==> config.mk <==
export PLATFORM = sky130hd
export DESIGN_NAME = quoted_printable_line_encoder_top
export DESIGN_NICKNAME = d
export VERILOG_FILES = /design/src/sv/qpe_pkg.sv /design/src/sv/qpe_pack.sv /design/src/sv/qpe_ctrl.sv /design/src/sv/quoted_printable_line_encoder_top.sv
export SDC_FILE = /design/constraint.sdc
export NUM_CORES = 2
export LEC_CHECK = 0
export ABC_CLOCK_PERIOD_IN_PS = 8700
export BUFFER_PORTS_ARGS = -buffer_cell sky130_fd_sc_hd__buf_2
export CORE_AREA = 8 8 347 349
export CTS_CLUSTER_SIZE = 14
export DETAILED_ROUTE_END_ITERATION = 10
export DIE_AREA = 0 0 355 357
export GPL_ROUTABILITY_DRIVEN = 0
export PLACE_DENSITY_LB_ADDON = 0.12
export RECOVER_POWER = 25
export SLEW_MARGIN = 5
export SYNTH_ARGS = -nofsm -noshare
export SYNTH_HDL_FRONTEND = slang
export SYNTH_SLANG_ARGS = --single-unit
==> constraint.sdc <==
create_clock -name clk -period 8.7 [get_ports clk]
set_input_delay 0.87 -clock clk [delete_from_list [all_inputs] [get_ports clk]]
set_output_delay 0.87 -clock clk [all_outputs]
set_load 0.05 [all_outputs]
==> src/sv/qpe_pkg.sv <==
// Shared constants, types and helpers for the quoted-printable line encoder.
`default_nettype none

package qpe_pkg;

  // Character codes
  localparam logic [7:0] CH_TAB = 8'h09;
  localparam logic [7:0] CH_LF  = 8'h0A;
  localparam logic [7:0] CH_SP  = 8'h20;
  localparam logic [7:0] CH_EQ  = 8'h3D;

  // Largest tail the encoder keeps before it gives up on a space break
  localparam int TAIL_CAP_MAX = 80;

  // Configuration register map
  localparam int          CFG_AW         = 3;
  localparam logic [0:0]  REG_LINE_LIMIT = 1'b0;
  localparam logic [6:0]  LIMIT_RESET    = 7'd72;

  // Byte request from the sequencer to the chunk packer
  typedef struct packed {
    logic       vld;    // request present
    logic       close;  // end of word: flush the partial chunk
    logic       last;   // with close: chunk ends the text
    logic [7:0] data;   // encoded byte
  } pk_req_t;

  // Upper-case hex digit for one nibble
  function automatic logic [7:0] hex_char(input logic [3:0] n);
    logic [7:0] n8;
    n8 = {4'h0, n};
    return (n < 4'd10) ? (8'h30 + n8) : (8'h37 + n8);
  endfunction

endpackage

`default_nettype wire

==> src/sv/qpe_pack.sv <==
// Chunk packer: gathers encoded bytes into 8-byte chunks and holds the output register.
`default_nettype none

module qpe_pack
  import qpe_pkg::*;
(
  input  wire logic        clk,
  input  wire logic        rst_n,
  input  wire pk_req_t     pk_req,
  output logic             pk_rdy,
  output logic             out_tvalid,
  input  wire logic        out_tready,
  output logic [63:0]      out_chunk,
  output logic [3:0]       out_count,
  output logic             out_tlast
);

  logic [63:0] acc_r;
  logic [3:0]  cnt_r;
  logic [63:0] out_data_r;
  logic [3:0]  out_cnt_r;
  logic        out_last_r;
  logic        out_vld_r;

  logic slot_free;
  logic fire;
  logic push;

  // Output slot frees when empty or being taken this cycle
  assign slot_free = !out_vld_r || out_tready;

  // A full chunk is pushed lazily, so the close can still mark it last
  always_comb begin
    if (pk_req.close) begin
      pk_rdy = (cnt_r == 4'd0) || slot_free;
    end else begin
      pk_rdy = (cnt_r != 4'd8) || slot_free;
    end
  end

  assign fire = pk_req.vld && pk_rdy;
  assign push = fire && (pk_req.close ? (cnt_r != 4'd0) : (cnt_r == 4'd8));

  // Accumulator and output register
  always_ff @(posedge clk) begin
    if (!rst_n) begin
      cnt_r     <= 4'd0;
      out_vld_r <= 1'b0;
    end else begin
      if (push) begin
        out_data_r <= acc_r;
        out_cnt_r  <= cnt_r;
        out_last_r <= pk_req.close && pk_req.last;
        out_vld_r  <= 1'b1;
      end else if (out_tready) begin
        out_vld_r <= 1'b0;
      end
      if (fire) begin
        if (pk_req.close) begin
          cnt_r <= 4'd0;
        end else if ((cnt_r == 4'd0) || (cnt_r == 4'd8)) begin
          acc_r <= {56'd0, pk_req.data};
          cnt_r <= 4'd1;
        end else begin
          acc_r[{cnt_r[2:0], 3'b000} +: 8] <= pk_req.data;
          cnt_r <= cnt_r + 4'd1;
        end
      end
    end
  end

  assign out_tvalid = out_vld_r;
  assign out_chunk  = out_data_r;
  assign out_count  = out_cnt_r;
  assign out_tlast  = out_last_r;

`ifndef SYNTHESIS
  a_cnt_range: assert property (@(posedge clk) disable iff (!rst_n)
    cnt_r <= 4'd8) else $error("packer count out of range");

  a_out_count: assert property (@(posedge clk) disable iff (!rst_n)
    out_vld_r |-> (out_cnt_r != 4'd0 && out_cnt_r <= 4'd8))
    else $error("chunk with bad byte count");

  a_out_pad: assert property (@(posedge clk) disable iff (!rst_n)
    out_vld_r |-> ((out_data_r >> {out_cnt_r, 3'b000}) == 64'd0))
    else $error("chunk bytes above count not zero");

  a_close_empty: assert property (@(posedge clk) disable iff (!rst_n)
    (fire && pk_req.close) |=> (cnt_r == 4'd0))
    else $error("accumulator not empty after close");
`endif

endmodule

`default_nettype wire

==> src/sv/qpe_ctrl.sv <==
// Encoding sequencer with the tail memory: classifies bytes, places soft breaks, flushes the tail.
`default_nettype none

module qpe_ctrl
  import qpe_pkg::*;
#(
  parameter int TAIL_DEPTH = 128
) (
  input  wire logic       clk,
  input  wire logic       rst_n,
  input  wire logic       in_valid,
  output logic            in_ready,
  input  wire logic [7:0] in_data,
  input  wire logic       in_final,
  input  wire logic [6:0] line_limit,
  output pk_req_t         pk_req,
  input  wire logic       pk_rdy
);

  localparam int CAP = (TAIL_DEPTH < TAIL_CAP_MAX) ? TAIL_DEPTH : TAIL_CAP_MAX;
  localparam int TLW = $clog2(CAP + 1);
  localparam int AW  = $clog2(TAIL_DEPTH);

  typedef enum logic [3:0] {
    S_IDLE, S_DEC, S_APPEND, S_EMIT, S_FLUSH, S_BRK_EQ, S_BRK_LF, S_AFTER, S_CLOSE
  } state_t;

  state_t           state_r;
  state_t           ret_r;
  logic [7:0]       held_byte_r;
  logic             held_valid_r;
  logic [7:0]       b_r;
  logic             fin_r;
  logic [7:0]       cur_r;
  logic [7:0]       nxt_r;
  logic             last_r;
  logic             phase_r;      // 0: held byte, 1: final byte
  logic [2:0][7:0]  e_r;
  logic [1:0]       elen_r;
  logic [1:0]       eidx_r;
  logic             brk_r;
  logic [TLW-1:0]   tail_len_r;
  logic [7:0]       column_r;
  logic             space_seen_r;
  logic [TLW-1:0]   fidx_r;
  logic             rd_pend_r;
  logic [7:0]       rdata_r;
  logic [7:0]       tail_mem [TAIL_DEPTH];

  logic       blank;
  logic       is_lf;
  logic       esc;
  logic [1:0] enc_len;
  logic       to_tail;
  logic       fits;
  logic [7:0] column_nxt;
  logic       space_nxt;
  logic       brk_nxt;
  logic       fl_more;
  logic       fl_ren;
  logic       fl_done;
  logic       wen;
  state_t     post_state;

  // Byte classification for the byte under decode
  always_comb begin
    blank   = (cur_r == CH_SP) || (cur_r == CH_TAB);
    is_lf   = (cur_r == CH_LF);
    esc     = ((cur_r < CH_LF) && (cur_r != CH_TAB)) || cur_r[7] || (cur_r == CH_EQ) ||
              (blank && !last_r && (nxt_r == CH_LF));
    enc_len = esc ? 2'd3 : 2'd1;
    to_tail = space_seen_r && !is_lf && !blank;
    fits    = ({1'b0, tail_len_r} + (TLW+1)'(enc_len)) <= (TLW+1)'(CAP);
  end

  // Column, space flag and break decision after this byte
  always_comb begin
    column_nxt = is_lf ? 8'd0 : (column_r + {6'd0, enc_len});
    if (is_lf || (to_tail && !fits)) begin
      space_nxt = 1'b0;
    end else if (blank) begin
      space_nxt = 1'b1;
    end else begin
      space_nxt = space_seen_r;
    end
    brk_nxt = !is_lf && (column_nxt >= {1'b0, line_limit}) && !last_r && (nxt_r != CH_LF);
  end

  assign post_state = brk_r ? S_BRK_EQ : S_AFTER;

  // Tail flush: one read ahead, read data held while the packer stalls
  assign fl_more = (fidx_r < tail_len_r);
  assign fl_ren  = (state_r == S_FLUSH) && fl_more && (!rd_pend_r || pk_rdy);
  assign fl_done = (state_r == S_FLUSH) && !fl_more && (!rd_pend_r || pk_rdy);
  assign wen     = (state_r == S_APPEND);

  // Requests to the packer
  always_comb begin
    pk_req = '0;
    unique case (state_r)
      S_EMIT: begin
        pk_req.vld  = 1'b1;
        pk_req.data = e_r[eidx_r];
      end
      S_FLUSH: begin
        pk_req.vld  = rd_pend_r;
        pk_req.data = rdata_r;
      end
      S_BRK_EQ: begin
        pk_req.vld  = 1'b1;
        pk_req.data = CH_EQ;
      end
      S_BRK_LF: begin
        pk_req.vld  = 1'b1;
        pk_req.data = CH_LF;
      end
      S_CLOSE: begin
        pk_req.vld   = 1'b1;
        pk_req.close = 1'b1;
        pk_req.last  = fin_r;
      end
      default: begin
        pk_req = '0;
      end
    endcase
  end

  assign in_ready = (state_r == S_IDLE);

  // Tail memory: one write port, one registered read port
  always_ff @(posedge clk) begin
    if (wen) begin
      tail_mem[AW'(tail_len_r)] <= e_r[eidx_r];
    end
    if (fl_ren) begin
      rdata_r <= tail_mem[AW'(fidx_r)];
    end
  end

  // Sequencer
  always_ff @(posedge clk) begin
    if (!rst_n) begin
      state_r      <= S_IDLE;
      held_byte_r  <= 8'd0;
      held_valid_r <= 1'b0;
      tail_len_r   <= '0;
      column_r     <= 8'd0;
      space_seen_r <= 1'b0;
      fidx_r       <= '0;
      rd_pend_r    <= 1'b0;
    end else begin
      unique case (state_r)
        S_IDLE: begin
          if (in_valid) begin
            b_r   <= in_data;
            fin_r <= in_final;
            if (held_valid_r) begin
              cur_r   <= held_byte_r;
              nxt_r   <= in_data;
              last_r  <= 1'b0;
              phase_r <= 1'b0;
              state_r <= S_DEC;
            end else if (in_final) begin
              cur_r   <= in_data;
              nxt_r   <= 8'd0;
              last_r  <= 1'b1;
              phase_r <= 1'b1;
              state_r <= S_DEC;
            end else begin
              held_byte_r  <= in_data;
              held_valid_r <= 1'b1;
            end
          end
        end
        S_DEC: begin
          e_r[0]       <= esc ? CH_EQ : cur_r;
          e_r[1]       <= hex_char(cur_r[7:4]);
          e_r[2]       <= hex_char(cur_r[3:0]);
          elen_r       <= enc_len;
          eidx_r       <= 2'd0;
          brk_r        <= brk_nxt;
          column_r     <= column_nxt;
          space_seen_r <= space_nxt;
          if (to_tail && fits) begin
            state_r <= S_APPEND;
          end else if (tail_len_r != '0) begin
            ret_r   <= S_EMIT;
            state_r <= S_FLUSH;
          end else begin
            state_r <= S_EMIT;
          end
        end
        S_APPEND: begin
          tail_len_r <= tail_len_r + TLW'(1);
          eidx_r     <= eidx_r + 2'd1;
          if (eidx_r == elen_r - 2'd1) begin
            state_r <= post_state;
          end
        end
        S_EMIT: begin
          if (pk_rdy) begin
            eidx_r <= eidx_r + 2'd1;
            if (eidx_r == elen_r - 2'd1) begin
              state_r <= post_state;
            end
          end
        end
        S_FLUSH: begin
          if (fl_ren) begin
            fidx_r    <= fidx_r + TLW'(1);
            rd_pend_r <= 1'b1;
          end else if (pk_rdy) begin
            rd_pend_r <= 1'b0;
          end
          if (fl_done) begin
            tail_len_r <= '0;
            fidx_r     <= '0;
            state_r    <= ret_r;
          end
        end
        S_BRK_EQ: begin
          if (pk_rdy) begin
            state_r <= S_BRK_LF;
          end
        end
        S_BRK_LF: begin
          if (pk_rdy) begin
            // Bytes behind the last space open the new line
            column_r     <= space_seen_r ? 8'(tail_len_r) : 8'd0;
            space_seen_r <= 1'b0;
            if (space_seen_r && (tail_len_r != '0)) begin
              ret_r   <= S_AFTER;
              state_r <= S_FLUSH;
            end else begin
              state_r <= S_AFTER;
            end
          end
        end
        S_AFTER: begin
          if (!phase_r) begin
            if (fin_r) begin
              cur_r   <= b_r;
              nxt_r   <= 8'd0;
              last_r  <= 1'b1;
              phase_r <= 1'b1;
              state_r <= S_DEC;
            end else begin
              held_byte_r  <= b_r;
              held_valid_r <= 1'b1;
              state_r      <= S_CLOSE;
            end
          end else begin
            // End of text: drain the tail and start over
            column_r     <= 8'd0;
            space_seen_r <= 1'b0;
            held_valid_r <= 1'b0;
            held_byte_r  <= 8'd0;
            if (tail_len_r != '0) begin
              ret_r   <= S_CLOSE;
              state_r <= S_FLUSH;
            end else begin
              state_r <= S_CLOSE;
            end
          end
        end
        S_CLOSE: begin
          if (pk_rdy) begin
            state_r <= S_IDLE;
          end
        end
        default: begin
          state_r <= S_IDLE;
        end
      endcase
    end
  end

`ifndef SYNTHESIS
  a_tail_cap: assert property (@(posedge clk) disable iff (!rst_n)
    tail_len_r <= TLW'(CAP)) else $error("tail length above capacity");

  a_tail_wr: assert property (@(posedge clk) disable iff (!rst_n)
    wen |-> (tail_len_r < TLW'(CAP))) else $error("tail write past capacity");

  a_idle_clean: assert property (@(posedge clk) disable iff (!rst_n)
    (state_r == S_IDLE) |-> (fidx_r == '0 && !rd_pend_r))
    else $error("flush state left over in idle");

  a_fin_clear: assert property (@(posedge clk) disable iff (!rst_n)
    (state_r == S_CLOSE && phase_r) |-> (!held_valid_r && !space_seen_r && tail_len_r == '0))
    else $error("state not cleared at end of text");
`endif

endmodule

`default_nettype wire

==> src/sv/quoted_printable_line_encoder_top.sv <==
// Output: a chunk reaches the output register when its close reaches the packer;
// longer output registers a chunk as each ninth byte enters the packer, the rest at close.
// Steps: take the word, decode, emit each encoded byte (1 or 3) or append it to the tail, the
// = and LF of a soft break, a drain of the tail, wrap-up and close; the packer can stall the emits. A
// final word adds a second decode pass. The input is ready only in idle; a held-only word keeps it ready.
// Reset (rst_n, synchronous) clears control state, sets line_limit to 72; tail memory uncleared.
`default_nettype none

module quoted_printable_line_encoder_top
  import qpe_pkg::*;
#(
  parameter int TAIL_DEPTH = 128
) (
  input  wire logic              clk,
  input  wire logic              rst_n,
  // input stream
  input  wire logic              in_tvalid,
  output logic                   in_tready,
  input  wire logic [7:0]        in_tdata,   // [7:0] data_byte
  input  wire logic              in_tlast,   // final_byte
  // result stream
  output logic                   out_tvalid,
  input  wire logic              out_tready,
  output logic [71:0]            out_tdata,  // [63:0] chunk, [67:64] chunk_count, [71:68] zero
  output logic                   out_tlast,  // chunk_last
  // configuration
  input  wire logic              psel,
  input  wire logic              penable,
  input  wire logic              pwrite,
  input  wire logic [CFG_AW-1:0] paddr,
  input  wire logic [31:0]       pwdata,
  output logic [31:0]            prdata,
  output logic                   pready
);

  logic [6:0]  line_limit_r;
  logic        cfg_wr;
  logic [0:0]  reg_idx;
  pk_req_t     pk_req;
  logic        pk_rdy;
  logic [63:0] out_chunk;
  logic [3:0]  out_count;

  // Configuration register
  assign pready  = 1'b1;
  assign reg_idx = paddr[2:2];
  assign cfg_wr  = psel && penable && pwrite && pready && (reg_idx == REG_LINE_LIMIT);
  assign prdata  = (reg_idx == REG_LINE_LIMIT) ? {25'd0, line_limit_r} : 32'd0;

  always_ff @(posedge clk) begin
    if (!rst_n) begin
      line_limit_r <= LIMIT_RESET;
    end else if (cfg_wr) begin
      line_limit_r <= pwdata[6:0];
    end
  end

  qpe_ctrl #(
    .TAIL_DEPTH (TAIL_DEPTH)
  ) u_ctrl (
    .clk        (clk),
    .rst_n      (rst_n),
    .in_valid   (in_tvalid),
    .in_ready   (in_tready),
    .in_data    (in_tdata),
    .in_final   (in_tlast),
    .line_limit (line_limit_r),
    .pk_req     (pk_req),
    .pk_rdy     (pk_rdy)
  );

  qpe_pack u_pack (
    .clk        (clk),
    .rst_n      (rst_n),
    .pk_req     (pk_req),
    .pk_rdy     (pk_rdy),
    .out_tvalid (out_tvalid),
    .out_tready (out_tready),
    .out_chunk  (out_chunk),
    .out_count  (out_count),
    .out_tlast  (out_tlast)
  );

  assign out_tdata = {4'd0, out_count, out_chunk};

endmodule

`default_nettype wire
==> impl_metrics.csv <==
group,metric,value,unit
run_status,status,"complete, but fails checks",
run_status,violations,"max-capacitance violations, max-slew violations",
floorplanning,row_count,125,
synthesis,yosysTopAreaCell,"edfxtp_1",
clock_network,cts_tree,"yes",
finish,post-route-util,49.8,%
synthesis,synth_fa_ha_area_share,0.723,%
job,maxCapViolCount,10,
clock_network,clock_path_buffers,3,
min_path,worstHoldStart,"pwdata[3]",
critical_path,crit_fanout,58,
sta,setup_tns,0,ns
finish,multiInputGateArea,12500,µm²
clock_network,cts_hold_repair.buffers,0,
synthesis,synth_top_cell_area_share,71.6,%
grt,grt_max_degree,126,
finish,register_area,37700,µm²
clock_network,path_clk_slew,0.06,ns
clock_network,cts_resized,0,
floorplanning,die_area,127000,µm²
grt,grt_pass1_vias,26200,
synthesis,synth_compound_area_share,3.11,%
critical_path,end_kind,"flop",
sta,maxSlewViolCount,440,
power,p_per_area,255,nW/µm²
min_path,hold_class,"in -> reg",
min_path,holdPathEnd,"line_limit_r[3]$_SDFFE_PN1P_",
sta,rsz0062_at_grt,"no",
critical_path,timing.rr.start,"u_ctrl.eidx_r[0]$_SDFFCE_PP0P_",
sta,fin_ws,3.93,ns
finish,antennaDiodeCount,0,
clock_network,clk_latency,0.74,ns
sta,setup_viol,0,
synthesis,synthMuxAreaShare,15.0,%
floorplanning,dieWidth,355,µm
sta,fin_crit_sh,54.8,%
clock_network,post_cts_buffers,0,
floorplanning,dieHeight,357,µm
sta,hold_violations,0,
synthesis,syn_inst,2757,
grt,grt_use_total,19.0,%
synthesis,ys_ff_latch,1270,
critical_path,crit_arrival,5.37,ns
synthesis,async_flop_share,0,%
critical_path,r2r_end,"u_pack.acc_r[55]$_SDFFCE_PP0P_",
sta,max_freq,210,MHz
clock_network,clockRootBuffer,"clkbuf_16",
floorplanning,coreArea,115000,µm²
placed_design,pre_cts_ws,4.28,ns
power,p_total,14.6,mW
synthesis,synth.area.top_cells,"edfxtp_1, mux4_2, mux2i_1, nor2_1, dfxtp_1",
clock_network,cts-buffers-inserted,138,
critical_path,critPathKind,"reg -> reg",
drt,drtIter0Drc,2393,
critical_path,cp.required,9.30,ns
grt,gr-total-overflow,0,
synthesis,synth_ff_type,"edfxtp_1",
clock_network,htree_levels,4,
sta,period_needed,4.77,ns
synthesis,syn_area_per_cell,18.6,µm²
grt,grt_antenna_before_repair,1,
finish,nNetsFinal,2974,
sta,finalClockSkew,0.0250,ns
placed_design,dp_hpwl,73500,µm
synthesis,yosysWarnings,0,
drt,routed_wl,122000,µm
synthesis,synthSimpleGateAreaFrac,5.02,%
synthesis,ys_types,73,
placed_design,numPortBuffers,101,
critical_path,worst_r2r_path_depth,6,
drt,drc_errors,0,
drt,via_per_inst,5.72,
power,leakagePower,17.8,nW
floorplanning,ios,159,
drt,drt_pass1_iterations,6,
drt,wl_per_cell,26.9,µm
critical_path,ff2ff_setup_slack,3.93,ns
synthesis,syn-cell-area,51200,µm²
floorplanning,initial_utilization,44.5,%
power,ir_worst_vdd,0.000181,V
clock_network,cts.sinks,1270,
finish,syn2layout_area_growth,11.8,%
synthesis,synth_edf_count,1221,
synthesis,synth_top_family_by_area,"multiplexers",
sta,maxSlewHeadroom,-94.9,%
drt,via_count,25900,
finish,drive_gt1_share,18.6,%
critical_path,start_kind,"flop",
synthesis,seq_area_frac_synth,73.5,%
finish,num-fill-cells,9455,
grt,grt_pass1_wl,180000,µm
synthesis,synth_xor_area_share,0.325,%
drt,ant_nets,0,
min_path,hold_path_depth,3,
sta,tightest_slew,2.92,ns
[metal layers]
metal / part of all wire (%) / wire (µm) / GRT usage (%) / vias to the layer above
met5: 0 / 0 / 0 / -
met4: 2.4 / 2910 / 5.46 / 0
met3: 6.2 / 7510 / 3.59 / 179
met2: 49 / 59700 / 31.1 / 825
met1: 42 / 51600 / 26.2 / 13600
li1: - / - / - / 11200
[cells by family after synthesis]
kind of cell	Yosys count
AOI/OAI and AO/OA	241
xor gates and xnor gates	19
adders and majority gates	29
buffers and inverters	224
DFF	1270
muxes	412
other	2
and+or+nand+nor	560
[worst max-delay path: stages, from the launching register on]
cell and delay, ns:
edfxtp_1 0.65, nor3b_1 0.29, clkbuf_1 2.06, a32oi_1 1.07, inv_1 0.32, mux2i_1 0.11
nor2_1 0.11
[placed cells by master (no fill, tap or decap), types with 28 or more instances in the layout]
master / n
a21oi_1: 67
ha_1: 28
buf_4: 34
edfxtp_1: 1221
conb_1: 31
nor2_1: 270
mux4_2: 281
clkbuf_16: 140
inv_1: 39
o21ai_0: 47
nand3_1: 31
mux2i_1: 114
nor2b_1: 44
dfxtp_1: 45
clkbuf_1: 132
nand2_1: 98
[stage by stage]
| stage | instances | hold WS (ns) | area (µm²) |
|---|---|---|---|
| floorplan | 2786 | 0.400 | 51300 |
| global placement | 4278 | 0.407 | 53200 |
| detailed placement | 4278 | 0.405 | 53200 |
| CTS | 4521 | 0.323 | 57500 |
| global route | 4521 | 0.366 | 57300 |
| finish | 4521 | 0.395 | 57300 |
[synthesized netlist by cell type, types with 7 or more instances]
library cell / n
a211oi_1: 19
a21oi_1: 67
a22oi_1: 10
a31oi_1: 8
and2_1: 11
and3_1: 20
buf_2: 37
buf_4: 49
buf_6: 14
clkbuf_1: 75
dfxtp_1: 49
edfxtp_1: 1221
ha_1: 28
inv_1: 44
mux2_2: 17
mux2i_1: 114
mux4_2: 281
nand2_1: 98
nand2b_1: 14
nand3_1: 34
nand4_1: 15
nor2_1: 271
nor2b_1: 45
nor3_1: 17
nor4_1: 7
o211a_1: 9
o21ai_0: 48
o22ai_1: 10
xnor2_1: 15
[worst max path at each step]
stage               cells after the start                             end                           start
floorplan                              10   u_pack.out_chunk[0]$_DFFE_PP_    u_pack.cnt_r[0]$_SDFFE_PN0P_
global placement                       16          u_ctrl.brk_r$_DFFE_PP_       u_ctrl.cur_r[5]$_DFFE_PP_
detailed placement                     16          u_ctrl.brk_r$_DFFE_PP_       u_ctrl.cur_r[5]$_DFFE_PP_
CTS                                    16          u_ctrl.brk_r$_DFFE_PP_       u_ctrl.cur_r[5]$_DFFE_PP_
global route                            6  u_pack.acc_r[55]$_SDFFCE_PP0P_  u_ctrl.eidx_r[0]$_SDFFCE_PP0P_
finish                                  6  u_pack.acc_r[55]$_SDFFCE_PP0P_  u_ctrl.eidx_r[0]$_SDFFCE_PP0P_
[flip-flops by register name (all words and copies together) (netlist names), 22 cells and up]
signal            cells
u_pack.acc_r         64
u_ctrl.tail_mem    1024
u_pack.out_chunk     64
u_ctrl.e_r           22
[power breakdown]
group | total (mW) | switching (mW) | internal, mW
logic | 1.47 | 1.15 | 0.317
clock network | 5.57 | 2.37 | 3.20
registers | 7.58 | 0.139 | 7.44
[area by class of cell]
| cell class | count | area share, % |
|---|---|---|
| clock buffers | 178 | 6.40 |
| flip-flops and latches | 1270 | 65.8 |
| multi-input cells | 1292 | 21.8 |
| well taps | 1524 | 3.33 |
| clock inverters | 65 | 1.07 |
| repair buffers | 146 | 1.29 |
| inverters | 46 | 0.310 |
Note: power is estimated with default switching activity, not from simulation.
